--- src/rtl/core/tlbpt_mod_unit.sv ---
// ----------------------------------------------------------------------------
// tlbpt_mod_unit
// Restoring remainder unit: one dividend bit per cycle, one-cycle done
// pulse with the remainder held until next start.
// ----------------------------------------------------------------------------
module tlbpt_mod_unit #(
    parameter int DIVD_W = 10,
    parameter int DIVS_W = 11
) (
    input  logic              i_clk,
    input  logic              i_rst_n,
    input  logic              i_start,
    input  logic [DIVD_W-1:0] i_dividend,
    input  logic [DIVS_W-1:0] i_divisor,
    output logic              o_done,
    output logic [DIVS_W-1:0] o_remainder
);

    localparam int CNT_W = (DIVD_W > 1) ? $clog2(DIVD_W) : 1;

    logic              r_busy;
    logic              r_done;
    logic [CNT_W-1:0]  r_cnt;
    logic [DIVD_W-1:0] r_dvd;
    logic [DIVS_W-1:0] r_dvs;
    logic [DIVS_W-1:0] r_rem;
    logic [DIVS_W:0]   shifted;
    logic [DIVS_W-1:0] n_rem;

    always_comb begin
        shifted = {r_rem, r_dvd[DIVD_W-1]};
        if (shifted >= {1'b0, r_dvs}) begin
            n_rem = DIVS_W'(shifted - {1'b0, r_dvs});
        end else begin
            n_rem = DIVS_W'(shifted);
        end
    end

    always_ff @(posedge i_clk) begin
        if (!i_rst_n) begin
            r_busy <= 1'b0;
            r_done <= 1'b0;
            r_cnt  <= '0;
        end else begin
            r_done <= 1'b0;
            if (i_start) begin
                r_busy <= 1'b1;
                r_cnt  <= '0;
            end else if (r_busy) begin
                r_cnt <= r_cnt + 1'b1;
                if (r_cnt == CNT_W'(DIVD_W - 1)) begin
                    r_busy <= 1'b0;
                    r_done <= 1'b1;
                end
            end
        end
    end

    always_ff @(posedge i_clk) begin
        if (i_start) begin
            r_rem <= '0;
            r_dvd <= i_dividend;
            r_dvs <= i_divisor;
        end else if (r_busy) begin
            r_rem <= n_rem;
            r_dvd <= r_dvd << 1;
        end
    end

    assign o_done      = r_done;
    assign o_remainder = r_rem;

endmodule

--- config.mk ---
export PLATFORM = sky130hd
export DESIGN_NAME = tlbpt_mod_unit
export DESIGN_NICKNAME = d
export VERILOG_FILES = /design/src/rtl/core/tlbpt_mod_unit.sv
export SDC_FILE = /design/constraint.sdc
export NUM_CORES = 1
export LEC_CHECK = 0
export BUFFER_PORTS_ARGS = -buffer_cell sky130_fd_sc_hd__buf_2
export CORE_UTILIZATION = 55
export CTS_CLUSTER_DIAMETER = 30
export CTS_CLUSTER_SIZE = 8
export DETAILED_ROUTE_END_ITERATION = 6
export GPL_TIMING_DRIVEN = 0
export PLACE_DENSITY = 0.76
export RECOVER_POWER = 100
export SYNTH_ARGS = -nofsm -noshare
export SYNTH_HDL_FRONTEND = slang
export SYNTH_SLANG_ARGS = --single-unit
export TNS_END_PERCENT = 10
--- constraint.sdc ---
create_clock -name i_clk -period 3.5 [get_ports i_clk]
set_input_delay 1.05 -clock i_clk [delete_from_list [all_inputs] [get_ports i_clk]]
set_output_delay 1.05 -clock i_clk [all_outputs]
set_load 0.005 [all_outputs]
Word-level counts from Yosys, hierarchy flattened
Index checks and enable logic that the tools add are counted.
{ "word_totals": {"regBits": 38, "input_bits": 24, "output_inout_bits": 12, "elab_cells": 22} }
{ "op_classes": {"add_sub_neg": 2, "magnitude_cmp": 1, "eq_ne": 1, "mux": 7, "bitwise": 2, "n_reduce_logical": 3} }
{ "op_table": {"columns": ["operator", "count"], "rows": [
  ["10-bit two-way mux", 2],
  ["12-bit by 11-bit greater-or-equal comparator with 1-bit output", 1],
  ["11-bit two-way mux", 1],
  ["11-bit subtractor", 1],
  ["4-bit by 1-bit adder with 4-bit output (second input constant)", 1],
  ["4-bit equality test (second input constant)", 1],
  ["1-bit two-way mux", 4],
  ["3-bit OR reduction", 1],
  ["1-bit inverter", 2],
  ["2-bit nonzero test", 1],
  ["2-bit OR reduction", 1]
]} }

Longest topological paths before layout
Gate-level depths: netlist of the first run.
{ "depth": {"depth_word": 4, "mapped_depth": 10, "ltp_nobuf": 9} }

Worst setup path after synthesis of the first run
OpenSTA, ideal clock, no wires.
{ "synth_timing": {"kind": "flip-flop to flip-flop", "from": "register r_dvd[9]", "to": "register r_rem[6], in the netlist o_remainder[6]", "setup_time_ns": 0.079, "t_arrival_ns": 2.410, "required_ns": 3.421, "setup_slack_ns": 1.010, "stages_incl_launch_ff": 11, "n_path_buf": 1, "synth_period_minus_slack_ns": 2.490, "path_cell_list": "edfxtp_1 inv_1 ha_1 fa_1 nand2b_2 o2bb2ai_2 a211o_1 and2_4 buf_6 or3b_1 a211oi_2"} }
{ "synth_via": {"elab_chain_cells": 2, "word_cells_on_any_way": 3, "cone_classes": "1 x add/sub; 1 x order compare; 1 x mux"} }
{ "synth_rtl": {"columns": ["item", "line_no", "source"], "rows": [
  ["start, declared", "24", "logic [DIVD_W-1:0] r_dvd;"],
  ["start signal, assigned", "62", "r_dvd <= i_dividend;"],
  ["start signal, assigned", "66", "r_dvd <= r_dvd << 1;"],
  ["11-bit subtractor / 12-bit by 11-bit greater-or-equal comparator with 1-bit output (equally long branches)", "33, 32", null],
  ["11-bit two-way mux *", "32", "if (shifted >= {1'b0, r_dvs}) begin"],
  ["end signal, assigned", "65", "r_rem <= n_rem;"],
  ["end, declared", "26", "logic [DIVS_W-1:0] r_rem;"]
]} }
Every way passes the cells marked *; elsewhere a longest branch is shown, timed or not.
A chain may end at the register's enable or synchronous reset.

Worst setup path in the final report of the first run
Ends and elaborated chain as after synthesis.

==> results.cfg, run 1 <==
[status]
status = finished clean

[critical_path]
critPathLaunchType = flip-flop
r2r_cells = 10
crit_slowest_cell = or3b_1
cp_max_fo = 8
max_stage_delay_ps = 420
rrSetupSlack_ps = 630
cp.arrival_ps = 3080
r2r-end = o_remainder[6]
worstPathRequired_ps = 3700
worstSetupPathType = flip-flop to flip-flop
worst-path-buf-inv = 2
cp_num_cells = 10
regToRegStartpoint = r_dvd[9]
critPathTopFamily = simple AND/OR/NAND/NOR gates
end_kind = flip-flop
crit_path_cell_trace = inv_1 -> ha_1 -> fa_1 -> nand2b_2 -> o2bb2ai_1 -> a211o_1 -> and2_0 -> clkbuf_1 -> or3b_1 -> a211oi_1

[clocking]
cts_sinks = 38
tritoncts = yes
cts_buffer_depth = 2
cts_resized = 0
clock_latency_ps = 290
ctsRootBufferMaster = clkbuf_8
post_cts_buffers = 0
cts_hold_buf = 0
h-tree-depth = 2
cts_made_buffers = 5
path_clk_slew_ps = 80

[timing]
fin_crit_ps = 2872
rsz0062_at_grt = false
setup_tns_ps = 0
hold_violations = 0
clock.fmax_mhz = 348.2
slew_headroom = 0.5086
finalMaxSlewViolations = 0
finalSetupViolations = 0
finalCritPeriodShare = 0.8205
worstMarginPinSlew_ps = 734.4
fin_skew_ps = 9.005

[synthesis]
synth.avg_cell_area_sq_um = 10.43
synthFlopType = edfxtp_1
ys_seq_area_frac = 0.4749
synth_cell_types = 45
async_flop_share = 0
ys_seq_elements = 38
syn_nets = 234
synth_cells = 196
synth_edf_count = 21
synth_area_sq_um = 2044
yosys_warnings = 0

[global_routing]
grt-ovfl-total = 0
grt_pass1_wl_microns = 7051
antenna_found_initial = 0
grt_pass1_vias = 1608
groute.usage.overall = 0.2289
grt_max_degree = 13

[placement]
dpl.hpwl_microns = 2934
placed_area_sq_um = 2277
gp_congestion = 0.8616
portBuffers = 35

[detailed_routing]
drt-initial-drc-count = 98
viasPerCell = 5.502
num_vias = 1568
routed_wl_microns = 3991
postRouteAntennaNets = 0
wire_per_inst_microns = 14.00
drc = 0
firstDrtPassIters = 4

[min_path]
hold_class = flip-flop to flip-flop
worstHoldEndpoint = o_remainder[9]
hold_start = o_remainder[9]
holdPathStages = 2

[floorplan]
start_util = 0.5940
io_pins = 36
die-area_sq_um = 3965
dieHeight_microns = 62.97
rows = 21
die_x_microns = 62.97
coreArea_sq_um = 3442

[job]
max_cap_violations = 0

[power_and_ir_drop]
leakage_nw = 1.032
ir_drop_uv = 246.9
p_per_area_nw_per_um2 = 444.1

[cells_and_area]
final_util = 0.6885
antenna_cells = 0
final_area_sq_um = 2370
nets = 276
drive_gt1_frac = 0.2259
areaGrowthSynthToFinish_pct = 15.91
sequential cells by signal, indices dropped and copies added, names as in the netlist:
name         count
r_dvs           11
o_remainder     11
r_dvd           10
r_busy           1
o_done           1
r_cnt            4
layer usage:
metal / vias up / track usage / routed length, microns
li1: 791 / - / -
met1: 729 / 0.2840 / 1786
met2: 37 / 0.3696 / 1944
met3: 11 / 0.05839 / 175
met4: 0 / 0.1076 / 85
met5: - / 0 / 0
cell families after synthesis:
kind of cell | Yosys count | share of synthesized area
DFF | 38 | 0.4749
and+or+nand+nor | 53 | 0.1310
adders and majority gates | 14 | 0.08935
xor gates and xnor gates | 7 | 0.02999
muxes | 12 | 0.06548
buffers and inverters | 21 | 0.04223
AOI/OAI and AO/OA | 51 | 0.1671
where the power goes:
part	total (mW)	internal, mW	switching, mW
Combinational	0.154	0.0682	0.0854
Sequential	0.516	0.504	0.0126
Clock	0.383	0.232	0.150
worst max path at each step:
stage	startpoint	slack (ps)	end
floorplan	r_dvd[9]	1010	o_remainder[6]
global placement	i_start	660	r_dvd[5]
detailed placement	i_start	670	r_dvd[5]
CTS	r_dvd[9]	800	o_remainder[6]
global route	r_dvd[9]	470	o_remainder[6]
finish	r_dvd[9]	630	o_remainder[6]
cells in the mapped netlist (2+ instances only):
cell type / number / area (sq um)
o21ai_0: 14 / 70.07
dfxtp_1: 17 / 340.3
nor3_1: 4 / 20.02
mux2_2: 11 / 123.9
inv_1: 17 / 63.81
nor2b_1: 3 / 18.77
nand2_1: 12 / 45.04
nand4_1: 3 / 18.77
or3_1: 2 / 12.51
a21oi_1: 14 / 70.07
nand2b_1: 3 / 18.77
edfxtp_1: 21 / 630.6
o21a_1: 4 / 30.03
xor2_1: 3 / 26.28
a22o_1: 3 / 26.28
nor2_1: 17 / 63.81
xnor2_1: 4 / 35.03
a21o_1: 2 / 15.01
clkbuf_1: 2 / 7.510
ha_1: 13 / 162.7
a211oi_1: 3 / 22.52
per-stage QoR:
stage                     hold WS (ps)  cells  power (mW)  setup slack [ps]
after floorplan                  475.7    196      0.6349              1010
after global placement           483.1    277      0.6775             663.1
after detailed placement         490.4    277      0.6821             673.4
after CTS                        501.6    285       1.068             803.3
after global routing             543.0    285       1.108             467.6
final                            501.8    285       1.052             628.3
layout by cell type, fill, tap and decap left out, types with 2 or more instances in the layout:
cell	count
buf_2	33
edfxtp_1	21
inv_1	17
nor2_1	17
dfxtp_1	17
a21oi_1	14
o21ai_0	14
ha_1	13
nand2_1	12
mux2_2	11
clkbuf_1	7
clkbuf_8	6
a211oi_1	4
xnor2_1	4
nor3_1	4
o21a_1	4
nand2b_1	3
nor2b_1	3
nand4_1	3
xor2_1	3
a22o_1	3
and2_0	2
or3_1	2
a21o_1	2
cell type report:
cell class                      instances  area (sq um)
Multi-Input combinational cell        137         973.4
Timing Repair Buffer                   35         172.7
Clock buffer                            7         86.33
Buffer                                  4         15.01
Inverter                               17         63.81
Clock inverter                          1         30.03
Tap cell                               46         57.56
Fill cell                             291          1072
Sequential cell                        38         970.9
worst reg2reg max path, stage by stage, from the launching register on:
cell and delay, ps:
edfxtp_1 350, inv_1 50, ha_1 210, fa_1 410, nand2b_2 210, o2bb2ai_1 180, a211o_1 390, and2_0 170
clkbuf_1 200, or3b_1 420, a211oi_1 190
Note: power is estimated with default switching activity, not from simulation.
==> inputs of run 2 (changes only) <==
--- a/config.mk
+++ b/config.mk
@@ -5,8 +5,9 @@
 export SDC_FILE = /design/constraint.sdc
 export NUM_CORES = 1
 export LEC_CHECK = 0
+export ABC_AREA = 1
 export BUFFER_PORTS_ARGS = -buffer_cell sky130_fd_sc_hd__buf_2
-export CORE_UTILIZATION = 55
+export CORE_UTILIZATION = 56
 export CTS_CLUSTER_DIAMETER = 30
 export CTS_CLUSTER_SIZE = 8
 export DETAILED_ROUTE_END_ITERATION = 6
==> constraint.sdc (replaced) <==
create_clock -name i_clk -period 3 [get_ports i_clk]
set_input_delay 0.9 -clock i_clk [delete_from_list [all_inputs] [get_ports i_clk]]
set_output_delay 0.9 -clock i_clk [all_outputs]
set_load 0.005 [all_outputs]
==> run 2 against run 1 <==
Effect of this change: synthesized cell count increased by 54%; critical path depth grew 4; combinational power rose by 4%; sequential cell count stayed put; final cell count grew 38%; total power is 23% higher; non-clock buffer count rose by 4; clock power rose by 41%; critical endpoint is now o_remainder[4]; highest routed layer unchanged; clock skew shrank 5.0 ps; cell area rose by 12%; global-route usage is 2.0 points higher; first-iteration DRC count increased by 19%.
==> results.cfg, run 2 <==
[power_and_ir_drop]
ir_drop_uv = 376.3
swShare = 0.2289
power_frac_seq = 0.459
power_mw = 1.293
p_clk_frac = 0.417
intPower_mw = 0.9970
p_per_area_nw_per_um2 = 487.5
leakage_nw = 1.402
p_sw_mw = 0.2960
p_comb_frac = 0.124

[critical_path]
worstSetupPathType = flip-flop to flip-flop
end_kind = flip-flop
cp.arrival_ps = 2400
r2r-end = o_remainder[4]
r2r_cells = 14
worstPathRequired_ps = 3160
cp_max_fo = 10
rrSetupSlack_ps = 750
critPathLaunchType = flip-flop
regToRegStartpoint = r_dvd[9]

[placement]
portBuffers = 35
dpl.hpwl_microns = 3437
placed_area_sq_um = 2535
gp_congestion = 0.8849

[clocking]
cts_resized = 0
cts_buffer_depth = 2
cts_sinks = 38
h-tree-depth = 2
post_cts_buffers = 0
cts_made_buffers = 5
ctsRootBufferMaster = clkbuf_8
cts_hold_buf = 0
path_clk_slew_ps = 80
clock_latency_ps = 290
tritoncts = yes

[timing]
finalMaxSlewViolations = 0
clock.fmax_mhz = 444.9
fin_skew_ps = 3.957
worstMarginPinSlew_ps = 587.7
setup_tns_ps = 0
finalSetupViolations = 0
finalCritPeriodShare = 0.7492
rsz0062_at_grt = false
slew_headroom = 0.6077
hold_violations = 0
fin_crit_ps = 2248

[detailed_routing]
drc = 0
firstDrtPassIters = 4
routed_wl_microns = 4854
postRouteAntennaNets = 0
drt-initial-drc-count = 117
viasPerCell = 5.168
num_vias = 2031
wire_per_inst_microns = 12.35

[status]
status = finished clean

[global_routing]
grt_pass1_vias = 1893
antenna_found_initial = 0
grt_max_degree = 17
groute.usage.overall = 0.2494
grt-ovfl-total = 0
grt_pass1_wl_microns = 8155

[synthesis]
synth_largest_area_cell = edfxtp_1
syn_nets = 340
yosysMostFrequentCell = nand2_1
synth_area_sq_um = 2300
async_flop_share = 0
synth_cells = 302
synth_top_area_share = 0.2742
ys_seq_area_frac = 0.4222
yosys_warnings = 0
synth_edf_count = 21
ys_top_cells_by_count = 99 x nand2_1, 55 x inv_1, 21 x edfxtp_1, 21 x nand3_1, 17 x dfxtp_1
synth_area_leaders = edfxtp_1 27%, nand2_1 16%, dfxtp_1 15%
synthFlopType = edfxtp_1
synth_cell_types = 28
ys_seq_elements = 38
synth.avg_cell_area_sq_um = 7.615

[floorplan]
die_x_microns = 66.08
io_pins = 36
rows = 22
die-area_sq_um = 4367
start_util = 0.6054
coreArea_sq_um = 3799
dieHeight_microns = 66.08

[min_path]
hold_class = flip-flop to flip-flop
holdPathStages = 2
hold_start = o_remainder[7]
worstHoldEndpoint = o_remainder[7]

[cells_and_area]
final_area_sq_um = 2653
nets = 382
final_common_cell = nand2_1
areaGrowthSynthToFinish_pct = 15.34
fillers = 333
antenna_cells = 0
mostFrequentLayoutCells = 101 x nand2_1, 55 x inv_1, 34 x buf_2
drive_gt1_frac = 0.1710

[job]
max_cap_violations = 0
==> run 2: cell types whose count changed after synthesis, moves of 10 or more <==
| cell | change |
|---|---|
| a21oi_1 | -10 |
| mux2_2 | -11 |
| nand4_1 | +11 |
| nand2_1 | +87 |
| nand3_1 | +20 |
| o21ai_0 | -14 |
| inv_1 | +38 |
==> run 2: power groups by stage <==
stage / Combinational (mW) / Clock (mW) / Sequential, mW
CTS: 0.162 / 0.547 / 0.594
global route: 0.183 / 0.566 / 0.596
global placement: 0.156 / 0 / 0.605
finish: 0.160 / 0.540 / 0.594
detailed placement: 0.160 / 0 / 0.606
floorplan: 0.113 / 0 / 0.603
==> run 2: worst max path at each step <==
stage	to	cells past startpoint	startpoint	slack [ps]
final	o_remainder[4]	14	r_dvd[9]	750
after detailed placement	r_dvd[5]	3	i_start	570
after CTS	o_remainder[4]	14	r_dvd[9]	870
after floorplan	o_remainder[1]	14	r_dvd[9]	1180
after global placement	r_dvd[9]	3	i_start	610
after global routing	o_remainder[4]	14	r_dvd[9]	590
==> run 2: logic make-up after synthesis <==
kind of cell | synth area share
AO/OA/AOI/OAI | 0.03101
AND/OR/NAND/NOR | 0.3330
flip-flops | 0.4222
buffers and inverters | 0.1191
XOR/XNOR | 0.01524
adder cells (fa/ha/maj) | 0.07944
==> run 2: worst max-delay path, cell delays in order, from the launching register on <==
cell and delay, ps:
edfxtp_1 330, inv_1 60, ha_1 220, fa_1 420, inv_1 130, nand2_2 50, nand2_1 90, nand2_2 60
nand2_1 60, nand2_1 100, nand3_1 160, buf_6 180, nand2_1 60, nand3_1 100, o21ai_0 100
==> run 2: layout make-up <==
class	count	area (sq um)	area share
clock buffer	6	82.58	0.03113
buffer	8	56.30	0.02123
clock inverter	2	60.06	0.02264
multi-input combinational	198	1035	0.3901
sequential	38	970.9	0.3660
tap	48	60.06	0.02264
timing repair buffer	35	170.2	0.06415
inverter	58	217.7	0.08208
==> run 2: metrics by stage <==
stage	instances	worst slack [ps]	hold slack, ps	utilization
3_5_place_dp	385	573.7	479.6	0.6673
4_1_cts	393	873.5	490.0	0.7049
5_1_grt	393	594.2	501.2	0.6983
2_1_floorplan	302	1179	468.4	-
6_report	393	752.3	491.6	0.6983
3_3_place_gp	385	612.4	471.3	0.6673
==> run 2: routing by layer <==
layer,GRT usage,wire length (microns),up-vias
met5,0,0,-
met4,0.09309,70,0
met3,0.04655,247,9
met2,0.4286,2357,68
met1,0.3087,2178,919
li1,-,-,1035
==> inputs of run 3 (changes only) <==
--- a/config.mk
+++ b/config.mk
@@ -5,14 +5,14 @@
 export SDC_FILE = /design/constraint.sdc
 export NUM_CORES = 1
 export LEC_CHECK = 0
-export ABC_AREA = 1
+export ABC_AREA = 0
 export BUFFER_PORTS_ARGS = -buffer_cell sky130_fd_sc_hd__buf_2
-export CORE_UTILIZATION = 56
+export CORE_UTILIZATION = 50
 export CTS_CLUSTER_DIAMETER = 30
 export CTS_CLUSTER_SIZE = 8
 export DETAILED_ROUTE_END_ITERATION = 6
 export GPL_TIMING_DRIVEN = 0
-export PLACE_DENSITY = 0.76
+export PLACE_DENSITY = 0.72
 export RECOVER_POWER = 100
 export SYNTH_ARGS = -nofsm -noshare
 export SYNTH_HDL_FRONTEND = slang
==> constraint.sdc (replaced) <==
create_clock -name i_clk -period 1.95 [get_ports i_clk]
set_input_delay 0.585 -clock i_clk [delete_from_list [all_inputs] [get_ports i_clk]]
set_output_delay 0.585 -clock i_clk [all_outputs]
set_load 0.005 [all_outputs]
==> run 3 against run 2 <==
Effect of this change: highest routed layer unchanged; final cell count fell by 24%; die area fell by 0.41%; register-to-register slack got worse by 1200 ps; first-iteration DRC count fell by 32%; clock power rose by 23%; cell area fell by 3.8%; worst setup slack got worse by 1200 ps; the flow now finishes with violations (setup timing); global-route usage fell by 2.2 points; combinational power rose by 110%; critical path depth fell by 5.
==> results.cfg, run 3 (synthesis gave the netlist of run 1 again) <==
[placement]
placed_area_sq_um = 2290
portBuffers = 35
place_ws_ps = -658.1
gp_congestion = 0.8756
dpl.hpwl_microns = 2929

[power_and_ir_drop]
power_mw = 1.933
leakage_nw = 1.096
p_per_area_nw_per_um2 = 757.2
ir_drop_uv = 530.0

[clocking]
h-tree-depth = 2
cts_buffer_depth = 2
cts_hold_buf = 0
path_clk_slew_ps = 80
clock_latency_ps = 290
ctsRootBufferMaster = clkbuf_8
cts_made_buffers = 5
tritoncts = yes
cts_sinks = 38

[timing]
finalSetupViolations = 27
hold_violations = 0
rsz0062_at_grt = true
finalCritPeriodShare = 1.229
clock.fmax_mhz = 417.3
slew_headroom = 0.5086
setup_tns_ps = -5407
finalMaxSlewViolations = 0
fin_skew_ps = 6.838
worstMarginPinSlew_ps = 737.2
fin_crit_ps = 2396
setup_ws_ps = -446.4

[detailed_routing]
viasPerCell = 5.406
drc = 0
wire_per_inst_microns = 14.66
postRouteAntennaNets = 0
drt-initial-drc-count = 80
num_vias = 1611
routed_wl_microns = 4369
firstDrtPassIters = 4

[status]
status = finished with violations
violations = setup timing

[floorplan]
coreArea_sq_um = 3799
rows = 22
io_pins = 36
start_util = 0.5382
die_x_microns = 65.95
die-area_sq_um = 4349
dieHeight_microns = 65.95

[cells_and_area]
nets = 287
final_common_cell = buf_2
mostFrequentLayoutCells = 31 x buf_2, 21 x edfxtp_1, 17 x inv_1, 17 x dfxtp_1, 16 x nor2_1
final_area_sq_um = 2552
antenna_cells = 0
areaGrowthSynthToFinish_pct = 24.85
final_util = 0.6719
drive_gt1_frac = 0.3160

[global_routing]
grt_pass1_vias = 1567
groute.usage.overall = 0.2278
grt-ovfl-total = 0
antenna_found_initial = 0
grt_max_degree = 13
grt_pass1_wl_microns = 7189

[critical_path]
worstSetupPathType = flip-flop to flip-flop
worstPathRequired_ps = 2170
end_kind = flip-flop
critPathLaunchType = flip-flop
cp_max_fo = 4
cp.arrival_ps = 2620

[min_path]
hold_class = primary input to flip-flop

[job]
max_cap_violations = 0
==> run 3: power by group <==
part           internal, mW  leakage (nW)  switching (mW)
logic                 0.163         0.696           0.182
clock network         0.378        0.0528           0.284
registers             0.904         0.347          0.0227
total                  1.44          1.10           0.489
==> run 3: cell type report <==
class                      count  area, sq um
fill                         319         1246
multi-input combinational    137         1076
sequential                    38        970.9
timing repair buffer          47        262.8
clock buffer                   6        72.57
inverter                      17        63.81
tap                           48        60.06
clock inverter                 2        33.78
buffer                         3        12.51
==> run 3: critical path, stage by stage, from the launching register on <==
cell and delay, ps:
edfxtp_1 360, inv_1 60, ha_2 180, fa_2 340
nand2b_4 160, o2bb2ai_4 150, a211o_4 360, and2_4 170
or3b_4 390, a211oi_2 170
==> run 3: layer usage <==
| layer | share of wire | vias to the layer above | track usage |
|---|---|---|---|
| li1 | - | 818 | - |
| met1 | 0.48 | 731 | 0.2989 |
| met2 | 0.45 | 53 | 0.3559 |
| met3 | 0.058 | 9 | 0.06897 |
| met4 | 0.021 | 0 | 0.07713 |
| met5 | 0 | - | 0 |
==> run 3: path summary, 6_finish.rpt <==
path	start	to	slack (ps)	depth (start not counted)
max	r_dvd[9]	o_remainder[6]	-450	9
min	i_divisor[1]	r_dvs[1]	460	1
max reg2reg	r_dvd[9]	o_remainder[6]	-450	9
min reg2reg	o_remainder[9]	o_remainder[9]	490	2
==> run 3: stage by stage <==
step	hold slack, ps	instances
after floorplan	475.7	196
after global placement	488.5	279
after detailed placement	482.7	279
after CTS	458.1	294
after global routing	447.3	298
final	460.3	298
==> run 3: what timing repair did <==
| item | CTS | global route |
|---|---|---|
| gates cloned | 0 | 0 |
| setup buffers | 8 | 4 |
| gates resized for setup | 11 | 12 |
| pin swaps | 9 | 2 |
| endpoints found under the setup margin | 27 | 21 |
